[config.mk]
export PLATFORM = sky130hd
export DESIGN_NAME = adc_scan_iir_smoother
export DESIGN_NICKNAME = d
export VERILOG_FILES = /design/src/hdl/asis_pkg.sv /design/src/hdl/asis_in_stage.sv /design/src/hdl/asis_channel_filter.sv /design/src/hdl/adc_scan_iir_smoother.sv
export SDC_FILE = /design/constraint.sdc
export NUM_CORES = 1
export LEC_CHECK = 0
export BUFFER_PORTS_ARGS = -buffer_cell sky130_fd_sc_hd__buf_2
export CAP_MARGIN = 20
export CORE_MARGIN = 2
export CORE_UTILIZATION = 32
export CTS_CLUSTER_SIZE = 12
export DETAILED_ROUTE_END_ITERATION = 16
export PLACE_DENSITY = 0.48
export RECOVER_POWER = 25
export SLEW_MARGIN = 20
export SYNTH_ARGS = -nofsm -noshare
export SYNTH_HDL_FRONTEND = slang
export SYNTH_SLANG_ARGS = --single-unit
[constraint.sdc]
create_clock -name i_clk -period 5 [get_ports i_clk]
set_input_delay 0.5 -clock i_clk [delete_from_list [all_inputs] [get_ports i_clk]]
set_output_delay 0.5 -clock i_clk [all_outputs]
set_load 0.01 [all_outputs]
[src/hdl/asis_pkg.sv]
// shared constants and result type for the adc scan smoother
`default_nettype none
package asis_pkg;

    localparam int CHANNELS      = 6;
    localparam int SLOTS         = 8;
    localparam int CH_W          = 3;
    localparam int RAW_W         = 10;
    localparam int VAL_W         = 16;
    localparam int RAW_LOW_SHIFT = 4;
    localparam int EMA_SHIFT     = 3;

    typedef struct packed {
        logic             accepted;
        logic [CH_W-1:0]  sample_channel;
        logic [VAL_W-1:0] filtered_value;
        logic [CH_W-1:0]  mux_channel;
    } t_result;

endpackage
`default_nettype wire

[src/hdl/asis_in_stage.sv]
// input register holding one conversion result
`default_nettype none
module asis_in_stage (
    input  wire                       i_clk,
    input  wire                       i_rst_n,
    input  wire                       i_in_valid,
    output logic                      o_in_ready,
    input  wire  [asis_pkg::RAW_W-1:0] i_raw_sample,
    input  wire                       i_advance,
    output logic                      o_valid,
    output logic [asis_pkg::RAW_W-1:0] o_raw
);
    import asis_pkg::*;

    logic             r_valid;
    logic [RAW_W-1:0] r_raw;

    assign o_in_ready = !r_valid || i_advance;
    assign o_valid    = r_valid;
    assign o_raw      = r_raw;

    always_ff @(posedge i_clk) begin
        if (!i_rst_n) begin
            r_valid <= 1'b0;
        end else if (o_in_ready) begin
            r_valid <= i_in_valid;
        end
    end

    always_ff @(posedge i_clk) begin
        if (o_in_ready && i_in_valid) begin
            r_raw <= i_raw_sample;
        end
    end

endmodule
`default_nettype wire

[src/hdl/asis_channel_filter.sv]
// scan state, per-channel filter store and the update logic
`default_nettype none
module asis_channel_filter (
    input  wire                        i_clk,
    input  wire                        i_rst_n,
    input  wire                        i_fire,
    input  wire  [asis_pkg::RAW_W-1:0] i_raw,
    output asis_pkg::t_result          o_result
);
    import asis_pkg::*;

    logic [CH_W-1:0]  r_channel;
    logic             r_discard;
    logic             r_seeded [SLOTS];
    logic [VAL_W-1:0] r_filter [SLOTS];

    logic [VAL_W-1:0]        old_val;
    logic [VAL_W-1:0]        wide;
    logic signed [VAL_W:0]   err;
    logic signed [VAL_W:0]   step;
    logic signed [VAL_W:0]   sum;
    logic [VAL_W-1:0]        n_value;
    logic [CH_W:0]           inc;
    logic [CH_W-1:0]         n_channel;

    always_comb begin
        old_val = r_filter[r_channel];
        wide    = {i_raw, i_raw[RAW_W-1:RAW_LOW_SHIFT]};
        err     = $signed({1'b0, wide}) - $signed({1'b0, old_val});
        step    = err >>> EMA_SHIFT;
        sum     = $signed({1'b0, old_val}) + step;
        n_value = r_seeded[r_channel] ? sum[VAL_W-1:0] : wide;
        inc     = {1'b0, r_channel} + (CH_W+1)'(1);
        n_channel = (inc >= (CH_W+1)'(CHANNELS)) ? '0 : inc[CH_W-1:0];

        o_result.sample_channel = r_channel;
        if (r_discard) begin
            o_result.accepted       = 1'b0;
            o_result.filtered_value = old_val;
            o_result.mux_channel    = r_channel;
        end else begin
            o_result.accepted       = 1'b1;
            o_result.filtered_value = n_value;
            o_result.mux_channel    = n_channel;
        end
    end

    always_ff @(posedge i_clk) begin
        if (!i_rst_n) begin
            r_channel <= '0;
            r_discard <= 1'b1;
            for (int i = 0; i < SLOTS; i++) begin
                r_seeded[i] <= 1'b0;
                r_filter[i] <= '0;
            end
        end else if (i_fire) begin
            if (r_discard) begin
                r_discard <= 1'b0;
            end else begin
                r_discard            <= 1'b1;
                r_channel            <= n_channel;
                r_seeded[r_channel]  <= 1'b1;
                r_filter[r_channel]  <= n_value;
            end
        end
    end

endmodule
`default_nettype wire

[src/hdl/adc_scan_iir_smoother.sv]
// top level: multichannel adc scan with per-channel exponential moving average
//
//  channel | handshake                 | payload
//  input   | i_in_valid / o_in_ready   | i_raw_sample
//  output  | o_out_valid / i_out_ready | o_accepted, o_sample_channel,
//          |                           | o_filtered_value, o_mux_channel
//
// one transaction per cycle sustained unless the output stalls; from input to result:
// input register, then the filter update, then the result register
// channel state is updated in the same cycle the result register loads
// synchronous active-low reset clears scan state and all filter slots
// a stalled result holds the pipeline; the input register still fills only while empty
`default_nettype none
module adc_scan_iir_smoother (
    input  wire                         i_clk,
    input  wire                         i_rst_n,
    input  wire                         i_in_valid,
    output logic                        o_in_ready,
    input  wire  [asis_pkg::RAW_W-1:0]  i_raw_sample,
    output logic                        o_out_valid,
    input  wire                         i_out_ready,
    output logic                        o_accepted,
    output logic [asis_pkg::CH_W-1:0]   o_sample_channel,
    output logic [asis_pkg::VAL_W-1:0]  o_filtered_value,
    output logic [asis_pkg::CH_W-1:0]   o_mux_channel
);
    import asis_pkg::*;

    logic             stage_valid;
    logic [RAW_W-1:0] stage_raw;
    logic             advance;
    t_result          result;
    logic             r_out_valid;
    t_result          r_out;

    assign advance = stage_valid && (!r_out_valid || i_out_ready);

    asis_in_stage u_in_stage (
        .i_clk        (i_clk),
        .i_rst_n      (i_rst_n),
        .i_in_valid   (i_in_valid),
        .o_in_ready   (o_in_ready),
        .i_raw_sample (i_raw_sample),
        .i_advance    (advance),
        .o_valid      (stage_valid),
        .o_raw        (stage_raw)
    );

    asis_channel_filter u_filter (
        .i_clk    (i_clk),
        .i_rst_n  (i_rst_n),
        .i_fire   (advance),
        .i_raw    (stage_raw),
        .o_result (result)
    );

    always_ff @(posedge i_clk) begin
        if (!i_rst_n) begin
            r_out_valid <= 1'b0;
        end else if (!r_out_valid || i_out_ready) begin
            r_out_valid <= stage_valid;
        end
    end

    always_ff @(posedge i_clk) begin
        if (advance) begin
            r_out <= result;
        end
    end

    assign o_out_valid      = r_out_valid;
    assign o_accepted       = r_out.accepted;
    assign o_sample_channel = r_out.sample_channel;
    assign o_filtered_value = r_out.filtered_value;
    assign o_mux_channel    = r_out.mux_channel;

endmodule
`default_nettype wire
Word level (Yosys, flattened, before mapping)
Memory sizes are Yosys's and may differ from the RTL's. A register that Yosys moved wholly into a read port is not among the register bits.
Index checks and enable logic that the tools add are counted.

word-level totals
  flip-flop bits (word level) = 39
  memory bits (writable) = 136
  bits of input ports = 14
  word-level logic and storage cells = 43
  memories kept = 2

memory list
  name               depth  bits a word  rd ports  clocked after Yosys merged registers in  write ports  RTL line                   source
  u_filter.r_filter  8      16           1         1                                        8            asis_channel_filter.sv:15  logic [VAL_W-1:0] r_filter [SLOTS];
  u_filter.r_seeded  8      1            1         1                                        8            asis_channel_filter.sv:14  logic r_seeded [SLOTS];

cells by class
  add/sub/neg operators = 3
  $lt $le $gt $ge = 1
  multiplexer cells = 18
  bitwise gates (word level) = 1
  reduce and logical (&&, ||, !) cells = 9

operators by type and width
  cell                   count
  $mux W16               2
  $mux W3                7
  $mux W19               1
  $sub A16 B16 Y17       1
  $add A16 B14 Y16       1
  $reduce_or A16 Y1      1
  $mux W1                8
  $add A3 B1 Y4 const B  1
  $ge A4 B3 Y1 const B   1
  $logic_and A1 B1 Y1    2
  $logic_not A1 Y1       2
  $logic_or A1 B1 Y1     2
  $reduce_and A2 Y1      1
  $not A1 Y1             1
  $reduce_or A1 Y1       1

Longest topological paths before layout
  word-level depth = 8
  gate-level depth with buffers = 22
  depth with buffers taken out = 19

Hierarchy
From an unflattened synthesis, not the netlist that was laid out.

unflattened totals
  cell total of the unflattened synthesis = 722
  area, all modules = 8984.9 µm²

modules (own cells, without submodules)
  module                 instances  cells each  area each (µm²)
  asis_channel_filter    1          680         7888.8
  adc_scan_iir_smoother  1          27          738.2
  asis_in_stage          1          15          357.8

Worst setup path after synthesis
Ideal clock, no wire load.

  path kind = register to register
  from = reg (tool-made name)
  to = reg r_out, in the netlist o_filtered_value[11], data pin
  library setup time = 281 ps
  arrival = 5245 ps
  data required time = 4719 ps
  path slack = -527 ps
  cell stages (with the launch flop) = 21
  buffers on the path = 3
  clock period less this slack = 5527 ps
  path through = dfxtp_1 clkbuf_1 buf_2 buf_2 mux4_2 mux2i_1 ha_1 a21o_1 a221o_1 a21oi_1 nand2_1 a311oi_1 xnor2_1 ha_1 a21o_1 a211oi_1 nand3_1 a41oi_1 xnor2_1 a21oi_1 mux2i_1

RTL lines
  item                  RTL line                     source
  end signal, assigned  adc_scan_iir_smoother.sv:67  r_out <= result;
  end, declared         adc_scan_iir_smoother.sv:34  t_result r_out;

==> impl_metrics.ini <==
[placement]
place_hpwl_um = 17100
io_buffers = 38
post-place-ws_ns = -0.127
routabilityCongestion = 0.845
place_area_um2 = 10300
dp_cells = 1194

[route]
m1WireLength_um = 11000
wl_per_cell_um = 21.0
drc = 0
vias = 6214
drt_pass1_iterations = 5
drt-initial-drc-count = 468
vias_per_cell = 5.01
wl_met3_um = 1050
routed-wl-met2_um = 13100
final_antenna_net_count = 0
routed_wl_um = 26000
top_layer_used = met4

[floorplan]
start_util_pct = 32.3
rows = 61
core_area_um2 = 27600
dieArea_um2 = 29200
io_pins = 39
die_w_um = 171
die_h_um = 171

[critical_path]
crit_chain = buf_12, mux4_2, mux2i_4, ha_4, buf_4, a221o_1, a21oi_2, nand2_2, a311oi_2, xnor2_1, ha_1, a21o_1, a211oi_4, nand3_2, and4_1, a211oi_2, xor2_2, buf_6, a211oi_1
worstSetupPathType = reg2reg
end_kind = flip-flop
max_stage_delay_ns = 0.55
cp.arrival_ns = 5.10
r2r-end = u_filter.r_filter[5][15]
r2r_slack_ns = 0.02
worstPathMaxFanout = 7
slowest_stage = mux4_2
cp_top_family = compound AO/OA/AOI/OAI gates
path_buf_inv = 3
required_ns = 5.12
cp-start-kind = flip-flop
reg2reg_depth = 19

[timing]
worst_slack_ns = 0.0203
period_needed_ns = 4.98
grt_setup_unrepaired = true
hold_viol = 0
tightestPinTransition_ns = 1.65
clock_skew_ns = 0.0291
clock.fmax_mhz = 201
fin_crit_sh_pct = 99.6
slew_headroom_pct = -10.1
slew_violations = 25
setup-violations-final = 0

[synth]
yosysSeqAreaShare_pct = 58.2
ys_ff_latch = 178
synthCells = 701
yosysWarnings = 0
ys.flop_type = edfxtp_1
async_flop_share_pct = 0
synth_nets = 751
synth_edf_count = 161
syn_area_um2 = 8900
synth_cell_type_count = 53
syn_avg_cell_area_um2 = 12.7

[cts]
cts_buffers = 17
clock_latency_ns = 0.44
cts.sink_count = 178
cts_root_buffer = clkbuf_16
cts_tree = done
clk_pin_slew_worst_paths_ns = 0.07
cts.path.max_buffers = 2
cts_max_level = 4
cts_hold_buf = 0

[outcome]
violations = max-capacitance violations, max-slew violations
outcome = complete, but fails checks

[min_path]
whs_path_depth = 1
hold_class = in2reg
hold-path-endpoint = u_in_stage.o_raw[4]
hp-start = i_raw_sample[4]

[layout]
fin_nets = 899
fin_cells = 1240
fin_area_um2 = 11200
nFillCells = 2564
n_antenna_cell = 0
drive_gt1_share_pct = 27.6
syn2layout_area_growth_pct = 26.0

[pwr]
finalPower_uw = 3870
p_leak_uw = 0.00434
powerDensity_nw_per_um2 = 345
ir_drop_uv = 257

[grt]
grtUsageTotal_pct = 18.2
grt_pass1_wl_um = 38300
grt_start_max_net_pins = 25
globalRoute.totalOverflow = 0
grt_pass1_vias = 6356
antenna_found_initial = 0

[flow_run]
cap_violations = 1
-- where the power goes --
part	switching (uW)	total, uW	leakage, uW	internal [uW]
registers	26.2	1700	0.00178	1680
logic	448	843	0.00227	395
clock network	654	1330	0.000290	674
total	1130	3870	0.00434	2740
-- cell usage after synthesis, types with 3 or more instances --
master	number	area share [%]
a211oi_1	10	0.84
a21o_1	14	1.2
a21oi_1	35	2.0
and2_1	8	0.56
and4_1	3	0.30
buf_1	4	0.17
buf_2	4	0.23
clkbuf_1	22	0.93
dfxtp_1	17	3.8
edfxtp_1	161	54
ha_1	35	4.9
inv_1	20	0.84
mux2_2	4	0.51
mux2i_1	30	3.4
mux4_2	34	8.6
nand2_1	52	2.2
nand2b_1	3	0.21
nand3_1	11	0.62
nor2_1	141	5.9
nor2b_1	7	0.49
nor3_1	7	0.39
o21a_1	6	0.51
o21ai_0	13	0.73
xnor2_1	17	1.7
xor2_1	8	0.79
-- registers in the layout (all words and copies together) (netlist names), 3 cells and up, named ones only --
register,count
u_filter.r_filter,128
o_filtered_value,16
u_in_stage.o_raw,10
u_filter.r_seeded,8
o_mux_channel,3
o_sample_channel,3
u_filter.r_channel,3
-- cell type report --
class                      count  area (um^2)  area share (%)
sequential                   178         5180            46.2
multi-input combinational    471         3700            33.0
timing repair buffer         160         1190            10.6
tap                          378          473            4.22
clock buffer                  18          429            3.83
clock inverter                14          170            1.52
inverter                      21         78.8           0.703
-- worst register-to-register path: cells and delay by family (launching register included) --
family / cells / cell delay (ns)
mux: 2 / 0.77
simple gates: 3 / 0.52
xor+xnor: 2 / 0.37
buf+inv: 3 / 0.42
compound gates: 7 / 1.62
flops: 1 / 0.38
fa+ha+maj: 2 / 0.59
-- stage by stage --
stage	utilization (%)	hold WS [ns]	setup TNS (ns)
2_1_floorplan	-	0.406	0
3_3_place_gp	37.6	0.431	-2.09
3_5_place_dp	37.6	0.439	-1.83
4_1_cts	40.0	0.221	0
5_1_grt	40.7	0.220	-1.27
6_report	40.7	0.235	0
-- per-layer routing --
metal | GRT usage (%) | up-vias
met4 | 6.95 | 0
met5 | 0 | -
li1 | - | 2884
met2 | 31.7 | 179
met3 | 2.61 | 38
met1 | 22.9 | 3113
-- cell families after synthesis --
| family | share of synthesized area [%] |
|---|---|
| and+or+nand+nor | 11.2 |
| DFF | 58.2 |
| AOI/OAI and AO/OA | 7.85 |
| muxes | 12.7 |
| buffers and inverters | 2.33 |
| adders and majority gates | 5.15 |
| xor gates and xnor gates | 2.64 |
-- worst max path at each step --
stage / to / depth (start not counted) / startpoint
6_report: u_filter.r_filter[5][15] / 19 / flip-flop
2_1_floorplan: u_filter.r_filter[0][15] / 20 / flip-flop
4_1_cts: u_filter.r_filter[3][12] / 22 / flip-flop
3_5_place_dp: u_filter.r_filter[1][13] / 20 / flip-flop
3_3_place_gp: u_filter.r_filter[1][13] / 20 / flip-flop
5_1_grt: u_filter.r_filter[5][15] / 19 / flip-flop
-- timing repair --
item / CTS / global route
resized for setup: 11 / 27
pin swaps: 5 / 26
endpoints found under the setup margin: 50 / 60
buffers inserted: 2 / 11
cloned: 0 / 1
-- cell usage in the layout (no fill, tap or decap), types with 7 or more instances in the layout --
cell type    n
buf_12       9
and2_1       7
nor3_1       7
nand2_1     51
a21o_1      14
xnor2_1     17
a211oi_1     7
nor2_1     141
buf_4      109
inv_1       21
nor2b_1      7
xor2_1       7
ha_1        32
clkbuf_16   17
mux2i_1     26
mux4_2      34
nand3_1     10
o21ai_0     11
dfxtp_1     16
edfxtp_1   161
buf_2       13
a21oi_1     29
clkbuf_1    28
(Power assumes the default switching activity.)
